==> src/rtl/core/assert_macros.svh <==
// Assertion macros shared by the RTL of the tinted layer blend unit.
// No dependencies; files that assert include this header by name.
`ifndef ASSERT_MACROS_SVH
`define ASSERT_MACROS_SVH

// A property checked on every rising clock edge outside reset.
`define ASSERT_PROP(label, clk, rst, prop, msg) \
  label: assert property (@(posedge clk) disable iff (rst) prop) else $error(msg);

// An implication checked on every rising clock edge outside reset.
`define ASSERT_IMPLY(label, clk, rst, ante, cons, msg) \
  label: assert property (@(posedge clk) disable iff (rst) (ante) |-> (cons)) else $error(msg);

`endif

==> src/rtl/core/tlab_pkg.sv <==
// Package of the tinted layer blend unit: pixel type, pipeline constants
// and the 8-bit channel arithmetic helpers. No dependencies.
package tlab_pkg;

  localparam int DEFAULT_MAX_DIM = 1024;
  // Register stages from the input item to the result registers.
  localparam int PIPE_DEPTH = 7;

  // Packed RGBA pixel, red in the top byte as in the color registers.
  typedef struct packed {
    logic [7:0] red;
    logic [7:0] green;
    logic [7:0] blue;
    logic [7:0] alpha;
  } rgba_t;

  function automatic logic [15:0] mul8(input logic [7:0] a, input logic [7:0] b);
    return 16'(a) * 16'(b);
  endfunction

  // Exact floor(x / 255) for every x up to 255 * 255.
  function automatic logic [7:0] div255(input logic [15:0] x);
    logic [16:0] s;
    s = 17'(x) + 17'(x >> 8) + 17'd1;
    return s[15:8];
  endfunction

  // floor((a * (255 - t) + b * t) / 255); the sum never exceeds 255 * 255.
  function automatic logic [7:0] mix8(input logic [7:0] a, input logic [7:0] b,
                                      input logic [7:0] t);
    return div255(mul8(a, 8'd255 - t) + mul8(b, t));
  endfunction

  // Channel k of a packed color: 0 red, 1 green, 2 blue, 3 alpha.
  function automatic logic [7:0] chan(input logic [31:0] packed_color, input int k);
    return packed_color[31 - 8 * k -: 8];
  endfunction

endpackage

==> src/rtl/core/tlab_gradient.sv <==
// Gradient tint: bilinear corner color from the weights, then the product
// with the remapped source. Three register stages. Uses tlab_pkg.
module tlab_gradient (
  input  logic            clk,
  input  logic [7:0]      weight_u,
  input  logic [7:0]      weight_v,
  input  tlab_pkg::rgba_t remapped,
  input  tlab_pkg::rgba_t top_left,
  input  tlab_pkg::rgba_t top_right,
  input  tlab_pkg::rgba_t bottom_left,
  input  tlab_pkg::rgba_t bottom_right,
  output tlab_pkg::rgba_t tinted
);
  import tlab_pkg::*;

  logic [3:0][7:0] top_next;
  logic [3:0][7:0] bot_next;
  logic [3:0][7:0] d_top;
  logic [3:0][7:0] d_bot;
  logic [7:0]      d_v;
  logic [31:0]     d_t;

  logic [3:0][7:0] g_next;
  logic [3:0][7:0] e_g;
  logic [31:0]     e_t;

  logic [3:0][7:0] tint_next;

  // Top and bottom rows are interpolated across first.
  always_comb begin
    for (int k = 0; k < 4; k++) begin
      top_next[k] = mix8(chan(top_left, k), chan(top_right, k), weight_u);
      bot_next[k] = mix8(chan(bottom_left, k), chan(bottom_right, k), weight_u);
    end
  end

  always_ff @(posedge clk) begin
    d_top <= top_next;
    d_bot <= bot_next;
    d_v   <= weight_v;
    d_t   <= remapped;
  end

  always_comb begin
    for (int k = 0; k < 4; k++) begin
      g_next[k] = mix8(d_top[k], d_bot[k], d_v);
    end
  end

  always_ff @(posedge clk) begin
    e_g <= g_next;
    e_t <= d_t;
  end

  always_comb begin
    for (int k = 0; k < 4; k++) begin
      tint_next[k] = div255(mul8(chan(e_t, k), e_g[k]));
    end
  end

  always_ff @(posedge clk) begin
    tinted <= {tint_next[0], tint_next[1], tint_next[2], tint_next[3]};
  end

endmodule

==> config.mk <==
export PLATFORM = sky130hd
export DESIGN_NAME = tlab_gradient
export DESIGN_NICKNAME = d
export VERILOG_FILES = /design/src/rtl/core/assert_macros.svh /design/src/rtl/core/tlab_pkg.sv /design/src/rtl/core/tlab_gradient.sv
export SDC_FILE = /design/constraint.sdc
export NUM_CORES = 2
export LEC_CHECK = 0
export ABC_AREA = 0
export BUFFER_PORTS_ARGS = -buffer_cell sky130_fd_sc_hd__clkbuf_2
export CAP_MARGIN = 10
export CORE_ASPECT_RATIO = 1.75
export CORE_MARGIN = 1
export CORE_UTILIZATION = 40
export CTS_BUF_LIST = sky130_fd_sc_hd__clkbuf_4 sky130_fd_sc_hd__clkbuf_8
export DETAILED_ROUTE_END_ITERATION = 8
export PLACE_DENSITY = 0.55
export SYNTH_ARGS = -nofsm -noshare
export SYNTH_HDL_FRONTEND = slang
export SYNTH_SLANG_ARGS = --single-unit
==> constraint.sdc <==
create_clock -name clk -period 9 [get_ports clk]
set_clock_uncertainty 0.2 [all_clocks]
set_input_delay 1.8 -clock clk [delete_from_list [all_inputs] [get_ports clk]]
set_output_delay 1.8 -clock clk [all_outputs]
set_load 0.01 [all_outputs]
# --- Word level (Yosys, flattened, before mapping) ---
# Index checks and enable logic that the tools add are counted.
# W data, S select, Z words.
word_totals:
  reg_bits: 200
  output_inout_bits: 32
  wordCells: 93
op_classes:
  add_sub_neg: 46
  n_mul: 28
op_table:
  columns: ["op", "n"]
  rows:
  - ["$mul A8 B8 Y16", 28]
  - ["$add A16 B1 Y16 const B", 16]
  - ["$add A16 B8 Y16", 16]
  - ["$add A16 B16 Y16", 12]
  - ["$sub A8 B8 Y8 const A", 2]

# --- Logic depth before layout (Yosys ltp) ---
logic_depth:
  depth_word: 5
  depth_mapped: 32
  depth_no_buf: 29

# --- Least setup slack after synthesis ---
# OpenSTA, ideal clock, no wires.
synth_timing:
  kind: "input port to flip-flop"
  from: "input port weight_u[0]"
  to: "register d_top[22] (netlist name)"
  setup_time_ns: 0.120
  arrival_ns: 8.822
  required_time_ns: 8.680
  slack_ns: -0.142
  path_stages: 25
  path_buffers: 3
  cell_sequence: "buf_1 -> clkbuf_1 -> clkbuf_1 -> nand2_1 -> fa_1 -> fa_1 -> inv_1 -> fa_1 -> fa_1 -> fa_1 -> inv_1 -> fa_1 -> inv_1 -> ha_1 -> o21a_1 -> a211o_1 -> and2_1 -> o311ai_2 -> ha_1 -> a2111o_1 -> a211oi_1 -> a21oi_1 -> maj3_2 -> and2_1 -> a211o_1"
synth_rtl:
  columns: ["element", "line", "source"]
  rows:
  - ["start: declaration", "tlab_gradient.sv:5", "input logic [7:0] weight_u,"]
  - ["end signal: assignment", "tlab_gradient.sv:38", "d_top <= top_next;"]
  - ["end: declaration", "tlab_gradient.sv:18", "logic [3:0][7:0] d_top;"]

==> flow_metrics.tcl <==
set metrics [dict create \
    run_status "finished, final reports clean" \
    cts_root_buffer "clkbuf_8" \
    setup_tns_ns 0 \
    arrival_ns 8.81 \
    drc_errors 0 \
    die_h_um 561 \
    wl_per_cell_um 17.2 \
    finalHoldViolCount 0 \
    setup_viol 0 \
    max_freq_mhz 117 \
    grt_pass1_wl_um 305000 \
    critPathLaunchType "input pin" \
    synth_top_area_share_pct 36.3 \
    clk_latency_ns 0.63 \
    ys.warnings.count 0 \
    worstPathMaxFanout 20 \
    grt.total_usage_pct 21.3 \
    io_buffers 208 \
    detail-route-antenna-nets 0 \
    rsz0062_at_grt "false" \
    initial_core_util_pct 40.4 \
    tightest_slew_ns 0.714 \
    stdcell_area_um2 77800 \
    drive_above_1_share_pct 7.48 \
    synth.area.top_cells "fa_1, ha_1, inv_1, dfxtp_1, and2_1" \
    synthArstFlopShare_pct 0 \
    cp-end-kind "flop" \
    slew-limit-headroom_pct 52.4 \
    slew_violations 0 \
    max_cap_violations 0 \
    tritoncts.num_buffers 25 \
    synth_cells 7996 \
    dpl_cell_area_um2 77300 \
    gp_congestion 0.863 \
    core-area_um2 177000 \
    ys_seq_area_share_pct 5.61 \
    mostFrequentLayoutCells "inv_1, fa_1, ha_1, and2_1, nand2_1" \
    vias 53000 \
    synth_flop_cell "dfxtp_1" \
    grt_max_degree 65 \
    placementRows 204 \
    yosys.cell_types.count 105 \
    drt_iter0_drc 1826 \
    cp.required_ns 9.27 \
    antenna_found_initial 7 \
    synth_seq_cells 200 \
    cts.sinks 200 \
    ctsHoldBuffers 0 \
    period_needed_ns 8.54 \
    htreeDepth 4 \
    synth-edff-count 0 \
    critPathKind "in -> reg" \
    final_core_util_pct 44.0 \
    syn-cell-area_um2 71400 \
    die_x_um 321 \
    dieArea_um2 180000 \
    synth.avg_cell_area_um2 8.93 \
    finalCritPeriodShare_pct 94.9 \
    first_pass_iters 5 \
    drt-total-wl_um 185000 \
    layout_commonest_cell "inv_1" \
    grt_pass1_vias 59500 \
    clkSlewWorstSetupHoldPaths_ns 0.10 \
    num_io_pins 209 \
    min_path_type "reg -> reg" \
    dpl.hpwl_um 160000 \
    cts_tree "built" \
    grt_remaining_overflow 0 \
    synth_top_cell_by_area "fa_1" \
    final_nets 10800 \
    cts_buffer_depth 3 \
    avgViaCountPerCell 4.93 \
    syn_to_final_growth_pct 8.99 \
]
## flip-flops by register name (all words and copies together), names as in the netlist
| register | cells |
|---|---|
| e_t | 32 |
| d_bot | 32 |
| d_t | 32 |
| d_top | 32 |
| e_g | 32 |
| d_v | 8 |
| tinted | 32 |
## routing by layer
| metal | wire length (um) | GRT usage, % | vias up | part of all wire [%] |
|---|---|---|---|---|
| met5 | 57 | 0 | - | 0.031 |
| met4 | 7160 | 7.87 | 10 | 3.9 |
| met3 | 3870 | 1.54 | 325 | 2.1 |
| met2 | 105000 | 43.0 | 763 | 57 |
| met1 | 69300 | 22.4 | 26800 | 37 |
| li1 | - | - | 25000 | - |
## worst max-delay path: stages
cell and delay [ns]:
buf_4 0.34, buf_4 0.30, nand2b_1 0.16, fa_1 0.41
fa_1 0.49, fa_1 0.52, inv_1 0.05, fa_1 0.54
fa_1 0.43, fa_1 0.44, ha_1 0.32, o211a_1 0.19
a2111oi_2 0.47, nor2_1 0.12, a211o_1 0.32, inv_1 0.09
ha_1 0.23, o21a_1 0.18, o211ai_1 0.15, a21oi_1 0.06
a211o_1 0.26, maj3_1 0.37, a31oi_2 0.26, nor3b_1 0.09
xor2_1 0.14
## kinds of logic after synthesis
group	count (synthesis)	synth area share (%)
XOR/XNOR	338	4.24
AND/OR/NAND/NOR	2369	18.4
other	1	0.00525
flip-flops	200	5.61
AO/OA/AOI/OAI	673	6.55
buffers and inverters	2097	11.0
adder cells (fa/ha/maj)	2293	53.8
multiplexers	25	0.365
## repair_timing
item	in CTS	in global routing
resized for setup	0	1
setup endpoints to repair	0	4
setup buffers	0	0
## cells in the mapped netlist, drive strengths merged, types with 49 or more instances
cell type	n
inv	1908
o21a	50
nor2	140
nor2b	493
xnor2	231
fa	1296
nand2b	329
clkbuf	178
dfxtp	200
nor3	49
nand2	541
xor2	103
ha	988
nand3	57
a21o	66
o21ai	121
a21oi	165
and2	619
## final timing paths
check                       from                 to  slack [ns]  depth (start not counted)
setup / recovery     weight_u[4]  d_bot[14]$_DFF_P_        0.46                         25
hold / removal    d_t[4]$_DFF_P_     e_t[4]$_DFF_P_        0.14                          0
setup reg to reg  d_v[2]$_DFF_P_     e_g[5]$_DFF_P_        0.89                         24
hold reg to reg   d_t[4]$_DFF_P_     e_t[4]$_DFF_P_        0.14                          0
## layout make-up
cell class / count / area [um2]
Sequential cell: 200 / 4010
Clock inverter: 7 / 114
Multi-Input combinational cell: 5710 / 59500
Fill cell: 17700 / 99100
Clock buffer: 26 / 358
Tap cell: 2369 / 2960
Timing Repair Buffer: 523 / 3640
Antenna cell: 2 / 5.00
Inverter: 1908 / 7160
## stage by stage
step	setup slack [ns]	instances	hold slack [ns]
after floorplan	0.00753	8007	0.110
after global placement	-0.166	10700	0.113
after detailed placement	-0.196	10700	0.112
after CTS	0.483	10700	0.142
after global routing	0.0623	10700	0.144
final	0.463	10700	0.139
Power is not shown: default switching activity piles up to over one toggle a cycle in this logic, so the estimate is an artifact.
