File: src/rtl/core/assert_macros.svh
// Assertion macros shared by the RTL of the tinted layer blend unit.
// No dependencies; files that assert include this header by name.
`ifndef ASSERT_MACROS_SVH
`define ASSERT_MACROS_SVH

// A property checked on every rising clock edge outside reset.
`define ASSERT_PROP(label, clk, rst, prop, msg) \
  label: assert property (@(posedge clk) disable iff (rst) prop) else $error(msg);

// An implication checked on every rising clock edge outside reset.
`define ASSERT_IMPLY(label, clk, rst, ante, cons, msg) \
  label: assert property (@(posedge clk) disable iff (rst) (ante) |-> (cons)) else $error(msg);

`endif

File: src/rtl/core/tlab_pkg.sv
// Package of the tinted layer blend unit: pixel type, pipeline constants
// and the 8-bit channel arithmetic helpers. No dependencies.
package tlab_pkg;

  localparam int DEFAULT_MAX_DIM = 1024;
  // Register stages from the input item to the result registers.
  localparam int PIPE_DEPTH = 7;

  // Packed RGBA pixel, red in the top byte as in the color registers.
  typedef struct packed {
    logic [7:0] red;
    logic [7:0] green;
    logic [7:0] blue;
    logic [7:0] alpha;
  } rgba_t;

  function automatic logic [15:0] mul8(input logic [7:0] a, input logic [7:0] b);
    return 16'(a) * 16'(b);
  endfunction

  // Exact floor(x / 255) for every x up to 255 * 255.
  function automatic logic [7:0] div255(input logic [15:0] x);
    logic [16:0] s;
    s = 17'(x) + 17'(x >> 8) + 17'd1;
    return s[15:8];
  endfunction

  // floor((a * (255 - t) + b * t) / 255); the sum never exceeds 255 * 255.
  function automatic logic [7:0] mix8(input logic [7:0] a, input logic [7:0] b,
                                      input logic [7:0] t);
    return div255(mul8(a, 8'd255 - t) + mul8(b, t));
  endfunction

  // Channel k of a packed color: 0 red, 1 green, 2 blue, 3 alpha.
  function automatic logic [7:0] chan(input logic [31:0] packed_color, input int k);
    return packed_color[31 - 8 * k -: 8];
  endfunction

endpackage

File: src/rtl/core/tlab_blend.sv
// Straight-alpha source-over composite of the tinted pixel onto the
// destination, with the opaque override; result register stage. Uses tlab_pkg.
module tlab_blend (
  input  logic            clk,
  input  tlab_pkg::rgba_t src,
  input  tlab_pkg::rgba_t dst,
  input  logic            force_opaque,
  output tlab_pkg::rgba_t result
);
  import tlab_pkg::*;

  logic [7:0] inv;
  rgba_t      res_next;

  always_comb begin
    inv = 8'd255 - src.alpha;
    if (src.alpha == 8'd0) begin
      res_next = dst;
    end else begin
      res_next.red   = div255(mul8(src.red, src.alpha) + mul8(dst.red, inv));
      res_next.green = div255(mul8(src.green, src.alpha) + mul8(dst.green, inv));
      res_next.blue  = div255(mul8(src.blue, src.alpha) + mul8(dst.blue, inv));
      // The destination term never exceeds inv, so the sum stays within a byte.
      res_next.alpha = src.alpha + div255(mul8(dst.alpha, inv));
    end
    if (force_opaque) begin
      res_next.alpha = 8'd255;
    end
  end

  always_ff @(posedge clk) begin
    result <= res_next;
  end

endmodule

File: config.mk
export PLATFORM = sky130hd
export DESIGN_NAME = tlab_blend
export DESIGN_NICKNAME = d
export VERILOG_FILES = /design/src/rtl/core/assert_macros.svh /design/src/rtl/core/tlab_pkg.sv /design/src/rtl/core/tlab_blend.sv
export SDC_FILE = /design/constraint.sdc
export NUM_CORES = 1
export LEC_CHECK = 0
export BUFFER_PORTS_ARGS = -buffer_cell sky130_fd_sc_hd__buf_4
export CORE_MARGIN = 2
export CORE_UTILIZATION = 45
export CTS_BUF_LIST = sky130_fd_sc_hd__clkbuf_4 sky130_fd_sc_hd__clkbuf_8
export CTS_CLUSTER_DIAMETER = 100
export DETAILED_ROUTE_END_ITERATION = 10
export GPL_TIMING_DRIVEN = 0
export HOLD_SLACK_MARGIN = 0.02
export PLACE_DENSITY = 0.6
export SYNTH_ARGS = -nofsm -noshare
export SYNTH_HDL_FRONTEND = slang
export SYNTH_SLANG_ARGS = --single-unit
File: constraint.sdc
create_clock -name clk -period 15.7 [get_ports clk]
set_input_delay 0.785 -clock clk [delete_from_list [all_inputs] [get_ports clk]]
set_output_delay 0.785 -clock clk [all_outputs]
set_load 0.01 [all_outputs]
### Word-level counts from Yosys, hierarchy flattened

Cells that the tools add are included.

* register bits: 32
* input bits: 66
* output and inout bits: 32

* add/sub/neg operators: 13
* multipliers: 7
* mux-type cells: 1
* reductions and logical operators: 1

Operators by type and width (count)
* $mul 8x8->16: 7
* $add 16x1->16 const B: 4
* $add 16x8->16: 4
* $add 16x16->16: 3
* $mux 32: 1
* $add 8x8->8: 1
* $logic_not 8->1: 1
* $sub 8x8->8 const A: 1

### Logic depth before layout (Yosys ltp)

* word-level depth: 6
* mapped depth: 36
* depth with buffers taken out: 34

### Worst setup path before layout

No wires, ideal clock.

* kind: in2reg
* start: in src[2] (netlist bit)
* end: reg result[7] (netlist bit)
* data arrival time: 7.878 ns
* setup slack: 7.744 ns
* cell stages on the path: 34
* path through: clkbuf_1 -> clkbuf_1 -> nor2b_1 -> fa_1 -> fa_1 -> fa_1 -> inv_1 -> fa_1 -> inv_1 -> ha_1 -> and3_1 -> a22oi_1 -> a21oi_1 -> xnor2_1 -> inv_1 -> ha_1 -> o21a_1 -> nor2_1 -> a21oi_1 -> maj3_2 -> maj3_2 -> o211ai_2 -> or2_2 -> xnor2_1 -> ha_1 -> a21o_1 -> a21oi_1 -> o21ai_0 -> o41ai_1 -> xnor2_1 -> xor2_1 -> nand2b_1 -> mux2i_1 -> nor3_1

* word-level cells in the longest chain between the ends: 6

Ends and longest elaborated chain
* from (decl): RTL line tlab_blend.sv:5 `input tlab_pkg::rgba_t src,`
* $sub 8x8->8: RTL line tlab_blend.sv:16 `inv = 8'd255 - src.alpha;`
* $mul 8x8->16: RTL line tlab_pkg.sv:18 `return 16'(a) * 16'(b);`
* $add 16x8->16: RTL line tlab_pkg.sv:24 `s = 17'(x) + 17'(x >> 8) + 17'd1;`
* $add 16x1->16: RTL line tlab_pkg.sv:24
* $add 8x8->8: RTL line tlab_blend.sv:24 `res_next.alpha = src.alpha + div255(mul8(dst.alpha, inv));`
* $mux 32 (*): RTL line tlab_blend.sv:17 `if (src.alpha == 8'd0) begin`
* to (signal assigned): RTL line tlab_blend.sv:32 `result <= res_next;`
* to (decl): RTL line tlab_blend.sv:8 `output tlab_pkg::rgba_t result`

Every way passes the cells marked *; elsewhere a longest branch is shown, timed or not.
A chain may end at the register's enable or synchronous reset.

### Final worst setup path

Same ends and word-level chain as after synthesis.

==> run_results.csv <==
group,metric,value,unit
placement,port-buffer-count,93,
synth,synthMuxAreaShare,0.291,%
synth,synth_compound_gate_area_share,6.68,%
timing,clock.fmax,101,MHz
cts,clockBufferDepth,2,
global_route,grt_pass1_wl,79200,um
timing,finalCritPeriodShare,62.8,%
cts,clock_sinks,32,
hold_path,min_path_cells,3,
drt,drtIter0Drc,718,
final_layout,regMostFlops,"result",
placement,hpwl,40200,um
drt,vias,13600,
cts,clk_pin_slew,0.11,ns
synth,synth_seq_cells,32,
drt,firstDrtPassIters,5,
drt,routedWlPerCell,18.8,um
setup_path,cp-startpoint,"src[2]",
synth,syn_avg_cell_area,8.80,um^2
final_layout,multi_input_area,15100,um^2
floorplanning,die_area,40700,um^2
synth,ys_types,57,
timing,setup_violations,0,
global_route,grt_antenna_before_repair,3,
global_route,grt_usage,25.4,%
setup_path,cp_max_fo,10,
setup_path,cp-start-kind,"primary input",
cts,cts-resized-gates,0,
drt,drt-total-wl,49400,um
final_layout,largest_reg_flops,32,
hold_path,hold_end,"result[23]",
timing,rsz0062_at_grt,"false",
cts,cts_inserted_buffers,5,
synth,synth-edff-count,0,
floorplanning,fp-row-count,72,
setup_path,critPathMaxStageDelay,0.83,ns
global_route,gr-total-overflow,0,
cts,post_cts_buffers,0,
cts,hold_buffers,0,
floorplanning,io_pins,98,
hold_path,hp-start,"dst[23]",
synth,synth_area,17600,um^2
final_layout,num-nets-final,2749,
synth,synth_simple_gate_area_share,19.3,%
placement,place_congestion,0.859,
cts,cts_tree,"yes",
setup_path,cp-end-kind,"flip-flop",
synth,ys_seq_area_share,3.64,%
final_layout,top_regs,"result (32)",
synth,yosys_warnings,0,
synth,synth_fa_ha_area_share,55.2,%
synth,synth_cells,2001,
setup_path,crit_path_frequent_cell,"fa_1",
drt,drc_errors,0,
floorplanning,die_w,202,um
timing,finalHoldViolations,0,
status,status,"complete, no violations",
drt,viasPerCell,5.19,
setup_path,crit_type,"primary input to flip-flop",
synth,synth_top_family_by_area,"adder cells",
timing,drv_slew,0,
floorplanning,core_area,38600,um^2
final_layout,drive_gt1_share,5.42,%
synth,yosys_most_used_dff,"dfxtp_1",
cts,htreeDepth,2,
setup_path,required,15.99,ns
timing,worstMarginPinSlew,1.18,ns
timing,finalCriticalPeriod,9.86,ns
global_route,grt_pass1_vias,14400,
timing,slew_headroom,21.1,%
hold_path,min_path_type,"primary input to flip-flop",
global_route,grt_max_degree,12,
drt,drtAntennaViolNets,0,
synth,synthArstFlopShare,0,%
setup_path,cp_data_arrival_time,10.15,ns
synth,synth-xor-area-share,4.18,%
floorplanning,start_util,45.6,%
final_layout,fillers,3716,
cts,cts_root_buf,"clkbuf_8",
final_layout,regArea,641,um^2
flow_run,cap_violations,0,
final_layout,area_growth,8.35,%
setup_path,cpMaxStageDelayCell,"clkbuf_1",
floorplanning,die_height,202,um
timing,tns,0,ns
==> cell families after synthesis <==
| logic type | Yosys count |
|---|---|
| AO/OA/AOI/OAI | 178 |
| buffers and inverters | 503 |
| multiplexers | 5 |
| XOR/XNOR | 84 |
| AND/OR/NAND/NOR | 616 |
| flip-flops | 32 |
| adder cells (fa/ha/maj) | 582 |
| other | 1 |
==> worst max path at each step <==
stage                endpoint  slack (ns)  cells after the start
floorplan           result[7]        7.74                     34
global placement    result[7]        5.79                     35
detailed placement  result[7]        5.70                     35
CTS                 result[7]        6.08                     35
global route        result[7]        5.38                     35
finish              result[7]        5.84                     35
==> metrics by stage <==
stage / instance area [um^2] / util [%] / instances / hold slack (ns) / setup slack [ns]
6_report: 19100 / 49.4 / 2624 / 0.717 / 5.84
5_1_grt: 19100 / 49.4 / 2623 / 0.702 / 5.38
4_1_cts: 19100 / 49.4 / 2622 / 0.688 / 6.08
3_5_place_dp: 19000 / 49.1 / 2614 / 1.10 / 5.70
3_3_place_gp: 19000 / 49.1 / 2614 / 1.09 / 5.79
2_1_floorplan: 17600 / - / 2003 / 0.884 / 7.74
==> layer usage <==
metal | wire [um] | vias to the layer above | track usage, % | part of all wire, %
met4 | 1980 | 2 | 10.2 | 4.0
met5 | 12 | - | 0 | 0.024
met2 | 22700 | 431 | 41.3 | 46
li1 | - | 6311 | - | -
met3 | 3460 | 93 | 4.98 | 7.0
met1 | 21300 | 6778 | 33.4 | 43
==> layout make-up <==
| class | count | area share [%] |
|---|---|---|
| Antenna cell | 2 | 0.0262 |
| Buffer | 59 | 1.16 |
| Clock buffer | 5 | 0.361 |
| Clock inverter | 3 | 0.223 |
| Inverter | 444 | 8.73 |
| Multi-Input combinational cell | 1468 | 79.1 |
| Sequential cell | 32 | 3.36 |
| Tap cell | 518 | 3.40 |
| Timing Repair Buffer | 93 | 3.66 |
==> placed cells by master, fill, tap and decap left out, types with 8 or more instances in the layout <==
cell	netlist	final
a211oi_1	9	9
a21o_1	20	20
a21oi_1	43	43
and2_1	102	102
and3_1	12	12
buf_4	0	93
clkbuf_1	55	55
dfxtp_1	32	32
fa_1	325	325
ha_1	255	255
inv_1	444	444
nand2_1	137	137
nand2b_1	83	83
nor2_1	44	44
nor2b_1	186	186
nor3_1	13	13
o21a_1	14	14
o21ai_0	40	40
o31ai_1	8	8
xnor2_1	61	61
xor2_1	23	23
==> critical path, delay by kind of cell <==
kind / cells / cell delay, ns
AOI/OAI and AO/OA: 9 / 1.97
xor gates and xnor gates: 4 / 0.92
adders and majority gates: 9 / 3.56
buffers and inverters: 6 / 1.87
muxes: 1 / 0.07
and+or+nand+nor: 6 / 0.95
==> cells in the mapped netlist (2+ instances only) <==
cell	instances	area share [%]
inv_1	444	9.5
fa_1	325	37
ha_1	255	18
nor2b_1	186	6.6
nand2_1	137	2.9
and2_1	102	3.6
nand2b_1	83	2.9
xnor2_1	61	3.0
clkbuf_1	55	1.2
nor2_1	44	0.94
a21oi_1	43	1.2
o21ai_0	40	1.1
dfxtp_1	32	3.6
xor2_1	23	1.1
a21o_1	20	0.85
o21a_1	14	0.60
nor3_1	13	0.37
and3_1	12	0.43
a211oi_1	9	0.38
o31ai_1	8	0.34
a31oi_1	7	0.25
nand3_1	7	0.20
nand4_1	7	0.25
nor4_1	7	0.25
o21bai_1	7	0.30
a211o_1	6	0.30
or2_2	5	0.18
buf_1	4	0.085
mux2i_1	4	0.23
nand3b_1	3	0.13
o211ai_1	3	0.13
or3_1	3	0.11
a22oi_1	2	0.085
and4_1	2	0.099
maj3_2	2	0.13
o2111ai_1	2	0.099
o211a_1	2	0.11
o311ai_0	2	0.099
or4_1	2	0.085
Power is left out: the tool's default activity adds up to more than one toggle a clock period on the data nets, which glitch-free logic cannot reach.
