--- config.mk ---
export PLATFORM = sky130hd
export DESIGN_NAME = tlab_weight_div
export DESIGN_NICKNAME = d
export VERILOG_FILES = /design/src/rtl/core/assert_macros.svh /design/src/rtl/core/tlab_pkg.sv /design/src/rtl/core/tlab_weight_div.sv
export SDC_FILE = /design/constraint.sdc
export NUM_CORES = 1
export LEC_CHECK = 0
export ABC_CLOCK_PERIOD_IN_PS = 21500
export BUFFER_PORTS_ARGS = -buffer_cell sky130_fd_sc_hd__buf_2
export CORE_MARGIN = 3
export CORE_UTILIZATION = 59
export CTS_CLUSTER_SIZE = 40
export DETAILED_ROUTE_END_ITERATION = 10
export PLACE_DENSITY_LB_ADDON = 0.1
export SKIP_CTS_REPAIR_TIMING = 1
export SLEW_MARGIN = 0
export SYNTH_ARGS = -nofsm -noshare
export SYNTH_HDL_FRONTEND = slang
export SYNTH_SLANG_ARGS = --single-unit
--- constraint.sdc ---
create_clock -name clk -period 21.5 [get_ports clk]
set_input_delay 2.15 -clock clk [delete_from_list [all_inputs] [get_ports clk]]
set_output_delay 2.15 -clock clk [all_outputs]
set_load 0.01 [all_outputs]
--- src/rtl/core/assert_macros.svh ---
// Assertion macros shared by the RTL of the tinted layer blend unit.
// No dependencies; files that assert include this header by name.
`ifndef ASSERT_MACROS_SVH
`define ASSERT_MACROS_SVH

// A property checked on every rising clock edge outside reset.
`define ASSERT_PROP(label, clk, rst, prop, msg) \
  label: assert property (@(posedge clk) disable iff (rst) prop) else $error(msg);

// An implication checked on every rising clock edge outside reset.
`define ASSERT_IMPLY(label, clk, rst, ante, cons, msg) \
  label: assert property (@(posedge clk) disable iff (rst) (ante) |-> (cons)) else $error(msg);

`endif

--- src/rtl/core/tlab_pkg.sv ---
// Package of the tinted layer blend unit: pixel type, pipeline constants
// and the 8-bit channel arithmetic helpers. No dependencies.
package tlab_pkg;

  localparam int DEFAULT_MAX_DIM = 1024;
  // Register stages from the input item to the result registers.
  localparam int PIPE_DEPTH = 7;

  // Packed RGBA pixel, red in the top byte as in the color registers.
  typedef struct packed {
    logic [7:0] red;
    logic [7:0] green;
    logic [7:0] blue;
    logic [7:0] alpha;
  } rgba_t;

  function automatic logic [15:0] mul8(input logic [7:0] a, input logic [7:0] b);
    return 16'(a) * 16'(b);
  endfunction

  // Exact floor(x / 255) for every x up to 255 * 255.
  function automatic logic [7:0] div255(input logic [15:0] x);
    logic [16:0] s;
    s = 17'(x) + 17'(x >> 8) + 17'd1;
    return s[15:8];
  endfunction

  // floor((a * (255 - t) + b * t) / 255); the sum never exceeds 255 * 255.
  function automatic logic [7:0] mix8(input logic [7:0] a, input logic [7:0] b,
                                      input logic [7:0] t);
    return div255(mul8(a, 8'd255 - t) + mul8(b, t));
  endfunction

  // Channel k of a packed color: 0 red, 1 green, 2 blue, 3 alpha.
  function automatic logic [7:0] chan(input logic [31:0] packed_color, input int k);
    return packed_color[31 - 8 * k -: 8];
  endfunction

endpackage

--- src/rtl/core/tlab_weight_div.sv ---
// Gradient weight for one axis: floor(pos * 255 / (size - 1)), saturated; 0 when size <= 1.
// Three register stages, a restoring divider at four bits per stage. Uses tlab_pkg.
module tlab_weight_div #(
  parameter int MAX_DIM = tlab_pkg::DEFAULT_MAX_DIM
) (
  input  logic        clk,
  input  logic [9:0]  pos,
  input  logic [10:0] size,
  output logic [7:0]  weight
);
  import tlab_pkg::*;

  localparam int DW = $clog2(MAX_DIM);
  localparam int CW = (DW + 8 > 18) ? DW + 8 : 18;

  logic [17:0]   num;
  logic [DW-1:0] den;
  logic          deg;
  logic          sat;

  logic [17:0]   a_rem;
  logic [DW-1:0] a_den;
  logic          a_deg;
  logic          a_sat;

  logic [17:0]   b_rem_next;
  logic [3:0]    b_q_next;
  logic [17:0]   b_rem;
  logic [DW-1:0] b_den;
  logic [3:0]    b_q;
  logic          b_deg;
  logic          b_sat;

  logic [3:0]    c_q_next;

  assign num = 18'(pos) * 18'd255;

  always_comb begin
    if (32'(size) > 32'(MAX_DIM)) begin
      den = DW'(MAX_DIM - 1);
    end else begin
      den = DW'(32'(size) - 32'd1);
    end
    deg = (size <= 11'd1);
    // A quotient of 256 or more is clamped, so only eight quotient bits remain.
    sat = CW'(num) >= (CW'(den) << 8);
  end

  always_ff @(posedge clk) begin
    a_rem <= num;
    a_den <= den;
    a_deg <= deg;
    a_sat <= sat;
  end

  always_comb begin
    logic [CW-1:0] sh;
    b_rem_next = a_rem;
    b_q_next   = '0;
    for (int i = 0; i < 4; i++) begin
      sh = CW'(a_den) << (7 - i);
      if (CW'(b_rem_next) >= sh) begin
        b_rem_next   = 18'(CW'(b_rem_next) - sh);
        b_q_next[3 - i] = 1'b1;
      end
    end
  end

  always_ff @(posedge clk) begin
    b_rem <= b_rem_next;
    b_den <= a_den;
    b_q   <= b_q_next;
    b_deg <= a_deg;
    b_sat <= a_sat;
  end

  always_comb begin
    logic [CW-1:0] sh;
    logic [17:0]   rem;
    rem      = b_rem;
    c_q_next = '0;
    for (int i = 0; i < 4; i++) begin
      sh = CW'(b_den) << (3 - i);
      if (CW'(rem) >= sh) begin
        rem = 18'(CW'(rem) - sh);
        c_q_next[3 - i] = 1'b1;
      end
    end
  end

  always_ff @(posedge clk) begin
    if (b_deg) begin
      weight <= 8'd0;
    end else if (b_sat) begin
      weight <= 8'd255;
    end else begin
      weight <= {b_q, c_q_next};
    end
  end

endmodule

After elaboration in Yosys (flattened, before gate mapping)
Index checks and enable logic that the tools add are counted.

word-level totals
  flip-flop bits (word level) = 72
  input port bits = 22
  output and inout port bits = 8
  logic and storage cells = 47

cells by class
  add/sub/neg operators = 8
  $mul = 1
  $lt $le $gt $ge = 11
  mux-type cells = 17

operators with widths
  operator               number
  $mux 18                7
  $ge 18x10->1           1
  $ge 18x11->1           1
  $ge 18x12->1           1
  $ge 18x13->1           1
  $ge 18x14->1           1
  $ge 18x15->1           1
  $ge 18x16->1           1
  $ge 18x17->1           1
  $ge 18x18->1           1
  $mul 10x8->18 const B  1
  $sub 18x11->18         1
  $sub 18x12->18         1
  $sub 18x13->18         1
  $sub 18x14->18         1
  $sub 18x15->18         1
  $sub 18x16->18         1
  $sub 18x17->18         1
  $gt 11x11->1 const B   1
  $le 11x1->1 const B    1
  $mux 10                1
  $sub 10x1->10 const B  1
  $mux 1                 8
  $mux 8                 1

Longest topological paths before layout
Gate-level depths: netlist of run 1.

  word-level depth = 9
  mapped depth = 49
  depth with buffers taken out = 42

Worst setup path after synthesis of run 1
OpenSTA, ideal clock, no wires.

  kind = reg2reg
  start point = register a_den[6]
  end point = register b_rem[10]
  setup time = 121 ps
  data arrival time = 9391 ps
  data required time = 21379 ps
  setup slack = 11987 ps
  stages on the path, launching flop included = 48
  path buffers = 9
  clock period less this slack = 9513 ps
  path through = dfxtp_1 > inv_1 > ha_1 > clkbuf_1 > nand4_1 > or4_1 > a31o_1 > and2_4 > buf_6 > clkbuf_1 > mux2_2 > ha_1 > a21oi_1 > o21ai_0 > a21oi_1 > o31ai_1 > or2_2 > or3_1 > [... 12 more ...] > or3b_1 > buf_6 > clkbuf_1 > o21ai_0 > fa_1 > nor2b_1 > o21ai_0 > nand2b_1 > a21o_1 > a21o_1 > a31oi_1 > o21ai_0 > inv_1 > o41ai_1 > or4b_4 > buf_6 > buf_6 > mux2_4

on the way
  word-level cells in the longest chain between the ends = 8
  elaborated cells on any way between the ends = 12
  those cells by class = add/sub: 4; order compare: 4; mux: 4

RTL lines
  what                                                   line                                          RTL
  start: declaration                                     tlab_weight_div.sv:22                         logic [DW-1:0] a_den;
  start signal: assignment                               tlab_weight_div.sv:51                         a_den <= den;
  $ge 18x17->1 / $sub 18x17->18 (equally long branches)  tlab_weight_div.sv:62, tlab_weight_div.sv:63
  $mux 18                                                tlab_weight_div.sv:62                         if (CW'(b_rem_next) >= sh) begin
  $sub 18x16->18 / $ge 18x16->1 (equally long branches)  tlab_weight_div.sv:63, tlab_weight_div.sv:62
  $mux 18                                                tlab_weight_div.sv:62
  $sub 18x15->18 / $ge 18x15->1 (equally long branches)  tlab_weight_div.sv:63, tlab_weight_div.sv:62
  $mux 18                                                tlab_weight_div.sv:62
  $sub 18x14->18 / $ge 18x14->1 (equally long branches)  tlab_weight_div.sv:63, tlab_weight_div.sv:62
  $mux 18 (*)                                            tlab_weight_div.sv:62
  via b_rem_next[10]                                     tlab_weight_div.sv:26                         logic [17:0] b_rem_next;
  end signal: assignment                                 tlab_weight_div.sv:70                         b_rem <= b_rem_next;
  end: declaration                                       tlab_weight_div.sv:28                         logic [17:0] b_rem;

Mark *: on every way through the listed nets, which the timed path passes. The rest lies on a longest branch.
A chain may end at the register's enable or synchronous reset.

Worst setup path in the final report of run 1
Same ends and word-level chain as after synthesis.

==> summary.md, run 1 <==
| Metric | Value |
|---|---|
| Outcome | finished clean |
| Slew @ Worst Pin | 0.8862 ns |
| TritonCTS clock tree | built |
| H-tree Lvls | 3 |
| CP max FO | 19 |
| Worst Setup Start Kind | flop |
| Final Slew Violations | 0 |
| Ranking of synthesized cells by area | ha_1 19%, dfxtp_1 16%, fa_1 11% |
| Max layer used | met4 |
| Remaining antenna violation count after routing | 0 |
| GRT overflow | 0 |
| Number of synthesized flops with an enable pin | 0 |
| Met1 WL | 9720 µm |
| Crit end category | flop |
| Max cap viols | 0 |
| Syn Area/Cell | 8.327 µm² |
| Clock Latency Late Sink | 0.34 ns |
| CTS Buf Count | 9 |
| GP Congestion | 0.9177 |
| Antenna Cells | 0 |
| Core box area | 14590 µm² |
| Chip width | 128.4 µm |
| Total GRT Usage | 0.2647 |
| Die area | 16480 µm² |
| Antenna violations before repair | 0 |
| Period utilisation layout | 0.4740 |
| Dpl hpwl | 17690 µm |
| Synth Flop Type | dfxtp_1 |
| Crit path time final | 10.19 ns |
| Initial Util | 0.6056 |
| Met2 routed WL | 10170 µm |
| Vias per cell | 5.854 |
| Most frequent CP cell | a21oi_1 |
| Area Overhead vs Synth | 6.741% |
| Rows | 44 |
| Fin nets | 1289 |
| Total iterations of the first detailed-routing run | 5 |
| # IOs | 30 |
| Register bit total from synthesis | 72 |
| Clock Sinks | 72 |
| Synth Instances | 1061 |
| Vias after detailed routing | 7481 |
| Slew margin rel. | 0.3923 |
| Sequential share of the synthesized area | 0.1631 |
| Layout cells sized above 1 | 0.08592 |
| Crit path kind | flop to flop |
| Share of the synthesized area in the top cell type | 0.1855 |
| Final setup viols | 0 |
| Cell taking the most area after synthesis | ha_1 |
| Clk root buf | clkbuf_16 |
| Final hold violation count | 0 |
| Fmax | 98.13 MHz |
| Chip Height | 128.4 µm |
| Synthesized net count | 1261 |
| Worst Path Required | 21.72 ns |
| Clock transition at path regs | 0.06 ns |
| Min-Delay Path Class | flop to flop |
| Routed wl met3 | 899 µm |
| Post-synth ARST share | 0 |
| Yosys warns | 0 |
| Number of global-route vias before repair | 7282 |
| Total negative slack | 0 ns |
| Worst path slowest cell | or3b_1 |
| DR DRC count | 0 |
| Final wirelength | 21290 µm |
| WL per Instance | 16.65 µm |
| Setup Skew | 0.01019 ns |
| Global-route wire length before repair | 35180 µm |
| Slowest stage delay, CP | 0.68 ns |
| Port bufs | 29 |
| Synth Cell Area | 8835 µm² |
| DR iter-0 viols | 366 |
| Pin count of the biggest net entering global routing | 25 |
| Yosys cell types | 73 |
| RSZ-0062 raised after global routing | false |
| Worst EP arrival | 10.41 ns |
| Max Buffers Root-to-Sink | 2 |
## layer usage
metal | up-vias | track usage
met5 | - | 0
met4 | 0 | 0.07116
met3 | 39 | 0.02989
met2 | 169 | 0.4530
met1 | 3474 | 0.3562
li1 | 3799 | -
## kinds of logic after synthesis
logic type      share of synthesized area
compound gates                     0.1891
xor+xnor                          0.07138
fa+ha+maj                          0.2920
buf+inv                           0.06699
flops                              0.1631
mux                               0.04730
simple gates                       0.1701
## synth_stat cells, types with 5 or more instances
master      n
or3_1       5
nor3_1     19
nor2_1     74
o21ai_0    61
nor4_1     10
clkbuf_1    8
and4_1      5
inv_1     132
nand4_1    19
mux2i_1    11
mux2_2     22
o21a_1     11
xor2_1     22
a31oi_1    11
a211oi_1    6
dfxtp_1    72
o31ai_1     7
nand2b_1   18
fa_1       47
a21boi_0    7
and2_1     11
a21o_1     27
a311oi_1    5
or2_2       7
nand3_1    10
ha_1      131
xnor2_1    50
nand2_1    72
a21oi_1    71
o211ai_1    8
nor2b_1    19
o22ai_1     6
or4_1       5
## worst paths after layout
check | cells past startpoint | slack (ns) | to | startpoint
hold / removal | 0 | 0.34 | b_rem[0] | a_rem[0]
setup reg to reg | 39 | 11.31 | b_rem[10] | a_den[6]
setup / recovery | 39 | 11.31 | b_rem[10] | a_den[6]
hold reg to reg | 0 | 0.34 | b_rem[0] | a_rem[0]
## state kept, by name, summed over array words and instances (netlist names)
register  count
a_deg         1
a_den        10
a_rem        18
a_sat         1
b_deg         1
b_den        10
b_q           4
b_rem        18
b_sat         1
weight        8
## through the flow
step	area, µm²	hold slack [ns]	util	std cells	setup slack (ns)
2_1_floorplan	8835	0.3096	-	1061	11.99
4_1_cts	9430	0.3409	0.6464	1278	11.41
3_3_place_gp	9150	0.3226	0.6272	1262	11.68
6_report	9430	0.3445	0.6464	1278	11.31
3_5_place_dp	9150	0.3275	0.6272	1262	11.43
5_1_grt	9430	0.3490	0.6464	1278	10.55
## layout by cell type, fill, tap and decap left out, types with 8 or more instances in the layout
master / n
ha_1: 131
nand4_1: 19
nor3_1: 18
a21oi_1: 71
clkbuf_16: 9
buf_2: 29
mux2_2: 22
o21a_1: 11
xor2_1: 22
o211ai_1: 8
xnor2_1: 50
nand3_1: 10
dfxtp_1: 72
nor4_1: 10
nor2b_1: 19
a21o_1: 27
nor2_1: 74
inv_1: 132
fa_1: 47
nand2_1: 72
a31oi_1: 11
mux2i_1: 11
o21ai_0: 61
nand2b_1: 18
and2_1: 11
## layout make-up
type                    instances  area (µm²)
multi-input cells             841        6807
fillers                      1291        5159
flip-flops and latches         72        1441
inverters                     133       504.2
well taps                     184       230.2
clock buffers                   9       225.2
repair buffers                 32       167.7
clock inverters                 7       55.05
## critical path, delay by kind of cell, from the launching register on
family	cells	cell delay, ns
buffers and inverters	3	0.32
DFF	1	0.33
muxes	3	1.16
AOI/OAI and AO/OA	18	3.47
and+or+nand+nor	11	3.37
adders and majority gates	4	1.40
Power of run 1 is left out: the tool's default activity adds up to more than one toggle a clock period on the data nets, which glitch-free logic cannot reach.
==> run 2: changes to the inputs <==
Settings changed: ABC_CLOCK_PERIOD_IN_PS 21500 to 8200, CORE_UTILIZATION 59 to 58.
Clock period 21.5 ns to 8.2 ns, I/O delays scaled along.
==> run 2 against run 1 <==
The run now ends with negative setup slack left. First-iteration DRC count grew 47%. Clock skew shrank 0.0014 ns. Non-clock buffer count grew 166. Utilization grew 12 points. Final area grew 20%. Count of clock-buffer cells in the layout is the same. Global-route usage grew 2.2 points. Sequential cell count is the same. Highest routed layer unchanged. Worst setup slack lost 12 ns.
==> summary.md, run 2 (synthesis gave the netlist of run 1 again) <==
| Metric | Value |
|---|---|
| Worst EP arrival | 8.86 ns |
| Outcome | complete, but fails checks |
| Number of global-route vias before repair | 8070 |
| Die area | 16750 µm² |
| Fin nets | 1458 |
| Dpl cells | 1415 |
| Place WS | -0.4348 ns |
| Total iterations of the first detailed-routing run | 5 |
| Commonest non-fill, non-tap cell in the layout | buf_4 |
| TritonCTS clock tree | built |
| Clock transition at path regs | 0.07 ns |
| Period utilisation layout | 1.053 |
| Pin count of the biggest net entering global routing | 17 |
| Clk root buf | clkbuf_16 |
| Crit end category | flop |
| WL per Instance | 16.97 µm |
| Setup Skew | 0.008767 ns |
| Fmax | 115.9 MHz |
| Antenna Cells | 0 |
| Failing checks | negative setup slack |
| Final Slew Violations | 0 |
| Global-route wire length before repair | 38460 µm |
| CTS Buf Count | 9 |
| Fill count | 1075 |
| Dpl hpwl | 19750 µm |
| DR DRC count | 0 |
| Chip width | 129.4 µm |
| Slowest stage delay, CP | 0.63 ns |
| Worst Setup Start Kind | flop |
| GP Congestion | 0.9590 |
| WHS | 0.3288 ns |
| Min-Delay Path Class | flop to flop |
| Final wirelength | 24550 µm |
| Crit path time final | 8.631 ns |
| CP max FO | 7 |
| RSZ-0062 raised after global routing | true |
| Vias after detailed routing | 8292 |
| # IOs | 30 |
| Crit path kind | flop to flop |
| Vias per cell | 5.730 |
| H-tree Lvls | 3 |
| Layout cells sized above 1 | 0.2716 |
| Initial Util | 0.6010 |
| Slew margin rel. | 0.5303 |
| Final setup viols | 15 |
| Core box area | 14700 µm² |
| DR iter-0 viols | 538 |
| Remaining antenna violation count after routing | 0 |
| Chip Height | 129.4 µm |
| Worst Path Required | 8.43 ns |
| Antenna violations before repair | 0 |
| Worst path slowest cell | or4b_4 |
| Clock Sinks | 72 |
| Layout Cells excl Fill | 1447 |
| Total GRT Usage | 0.2867 |
| Slew @ Worst Pin | 0.6982 ns |
| Area Overhead vs Synth | 27.84% |
| GRT overflow | 0 |
| Port bufs | 29 |
| Flop2flop setup slack | -0.43 ns |
| Final hold violation count | 0 |
| Most frequent cells in the layout | 160 x buf_4, 128 x inv_1, 115 x ha_1 |
| Clock Latency Late Sink | 0.34 ns |
| Max cap viols | 0 |
| Largest regs | a_rem: 18 flops, b_rem: 18 flops |
| Most frequent CP cell | mux2_4 |
| Max Buffers Root-to-Sink | 2 |
| Worst Slack Setup Final | -0.4306 ns |
| Rows | 44 |
## run 2: area by class of cell
type                       instances  area (µm²)  area share
sequential                        72        1444      0.1278
timing repair buffer             198        1455      0.1288
multi-input combinational        844        7363      0.6519
clock buffer                       9       225.2     0.01994
clock inverter                     7       72.57    0.006425
tap                              184       230.2     0.02038
inverter                         133       504.2     0.04464
## run 2: path summary, 6_finish.rpt
check,depth (start not counted),endpoint,startpoint
worst max-delay path,36,b_rem[10],a_rem[2]
worst min-delay path,0,b_sat,a_sat
worst max register to register,36,b_rem[10],a_rem[2]
worst min register to register,0,b_sat,a_sat
## run 2: metrics by stage
step	TNS, ns	cell area (µm²)	utilization
5_1_grt	-9.063	11290	0.7684
3_5_place_dp	-5.691	10450	0.7111
6_report	-4.610	11290	0.7684
3_3_place_gp	-3.620	10450	0.7111
4_1_cts	-6.224	10750	0.7314
2_1_floorplan	-4.717	9045	-
## run 2: worst max-delay path: cells and delay by family, from the launching register on
family | cells | cell delay [ns]
buffers and inverters | 2 | 0.24
adders and majority gates | 3 | 0.69
muxes | 4 | 1.31
DFF | 1 | 0.32
and+or+nand+nor | 10 | 3.36
AOI/OAI and AO/OA | 17 | 2.59
## run 2: routing by layer
metal,vias to the layer above,share of wire,track usage
met3,52,0.030,0.03092
li1,4144,-,-
met5,-,0,0
met2,177,0.49,0.4872
met4,0,0.027,0.09963
met1,3919,0.46,0.3811
Power of run 2 is left out for the same reason.
==> run 3: changes to the inputs <==
Settings changed: SETUP_SLACK_MARGIN set to 0.2.
==> run 3 against run 2 <==
The run still ends with negative setup slack left. Critical path depth rose by 2. Worst hold slack improved by 0.0031 ns. Maximum frequency rose by 2.9%. Utilization rose by 1.7 points. Sequential share of layout area fell by 0.19 points. First-iteration DRC count fell by 20%. Sequential cell count did not move. Final area rose by 2.2%. Worst setup slack improved by 0.24 ns. Critical endpoint is now b_rem[12]. Highest routed layer unchanged.
==> summary.md, run 3 (synthesis gave the netlist of run 1 again) <==
| Metric | Value |
|---|---|
| Hold Path Stages | 0 |
| Most frequent cells in the layout | 169 x buf_4, 122 x inv_1, 104 x ha_1 |
| H-tree Lvls | 3 |
| Total GRT Usage | 0.2814 |
| Global-route wire length before repair | 37760 µm |
| Core box area | 14700 µm² |
| Vias per cell | 5.791 |
| Commonest non-fill, non-tap cell in the layout | buf_4 |
| Chip width | 129.4 µm |
| Worst Slack Setup Final | -0.1868 ns |
| Clock Sinks | 72 |
| Worst Path Required | 8.43 ns |
| RSZ-0062 raised after global routing | true |
| Clk root buf | clkbuf_16 |
| Crit end category | flop |
| Total negative slack | -1.509 ns |
| WL per Instance | 17.21 µm |
| Failing checks | negative setup slack |
| Min-Delay Path Class | flop to flop |
| Final wirelength | 25020 µm |
| R2R Path Start | a_den[4] |
| Clock Latency Late Sink | 0.34 ns |
| CP max FO | 7 |
| Slew @ Worst Pin | 0.6471 ns |
| Setup Skew | 0.01086 ns |
| Top Family by Delay on Critical Path | simple AND/OR/NAND/NOR gates |
| Crit path kind | flop to flop |
| DR DRC count | 0 |
| Reg2Reg Depth | 38 |
| Hold Crit Start | a_sat |
| Remaining antenna violation count after routing | 0 |
| Slowest stage delay, CP | 0.62 ns |
| Initial Util | 0.6010 |
| Vias after detailed routing | 8420 |
| Fin nets | 1465 |
| Layout cells sized above 1 | 0.2976 |
| Antenna violations before repair | 0 |
| Worst Setup Start Kind | flop |
| CTS Buf Count | 9 |
| Buf+Inv Stages, Crit Path | 3 |
| Max Buffers Root-to-Sink | 2 |
| Flop2flop setup slack | -0.19 ns |
| Die area | 16750 µm² |
| Worst EP arrival | 8.61 ns |
| TritonCTS clock tree | built |
| Rows | 44 |
| Antenna Cells | 0 |
| Crit path time final | 8.387 ns |
| WHS | 0.3319 ns |
| Chip Height | 129.4 µm |
| Number of global-route vias before repair | 7894 |
| Max cap viols | 0 |
| Largest regs | a_rem: 18 flops, b_rem: 18 flops |
| Final hold violation count | 0 |
| DR iter-0 viols | 428 |
| Clock transition at path regs | 0.06 ns |
| Fmax | 119.2 MHz |
| Layout Cells excl Fill | 1454 |
| Dpl hpwl | 19220 µm |
| Port bufs | 29 |
| Reg-to-Reg End | b_rem[12] |
| Slew margin rel. | 0.5680 |
| Final setup viols | 10 |
| Total iterations of the first detailed-routing run | 5 |
| GRT overflow | 0 |
| Dpl cells | 1410 |
| Final Slew Violations | 0 |
| GP Congestion | 0.9605 |
| Placed cell area | 10440 µm² |
| Hold Path Sink | b_sat |
| # IOs | 30 |
| Pin count of the biggest net entering global routing | 20 |
| Worst path slowest cell | or4b_4 |
| Period utilisation layout | 1.023 |
| Outcome | complete, but fails checks |
| Area Overhead vs Synth | 30.68% |
| Final Instance Area | 11540 µm² |
==> run 3: cell type report <==
type | count | area (µm²)
Multi-Input combinational cell | 843 | 7548
Fill cell | 1028 | 3154
Timing Repair Buffer | 206 | 1508
Sequential cell | 72 | 1454
Inverter | 133 | 508.0
Tap cell | 184 | 230.2
Clock buffer | 10 | 229.0
Clock inverter | 6 | 67.56
==> run 3: stage by stage <==
step / util / worst slack, ns
4_1_cts: 0.7305 / -0.4554
3_5_place_dp: 0.7103 / -0.4217
2_1_floorplan: - / -0.4523
3_3_place_gp: 0.7103 / -0.2725
5_1_grt: 0.7854 / -0.4939
6_report: 0.7854 / -0.1868
==> run 3: how the worst max path moves through the flow <==
stage	startpoint	endpoint	slack, ns	cells past startpoint
2_1_floorplan	a_rem[2]	b_rem[10]	-0.45	43
3_3_place_gp	a_rem[2]	b_rem[10]	-0.27	36
3_5_place_dp	a_rem[2]	b_rem[15]	-0.42	38
4_1_cts	a_rem[2]	b_rem[15]	-0.46	38
5_1_grt	a_den[4]	b_rem[11]	-0.49	39
6_report	a_den[4]	b_rem[12]	-0.19	38
==> run 3: metal layers <==
metal,vias up,part of all wire,track usage
met2,223,0.50,0.4884
met1,3982,0.44,0.3734
met5,-,0,0
met4,0,0.024,0.06907
met3,54,0.043,0.03627
li1,4161,-,-
Power of run 3 is left out for the same reason.
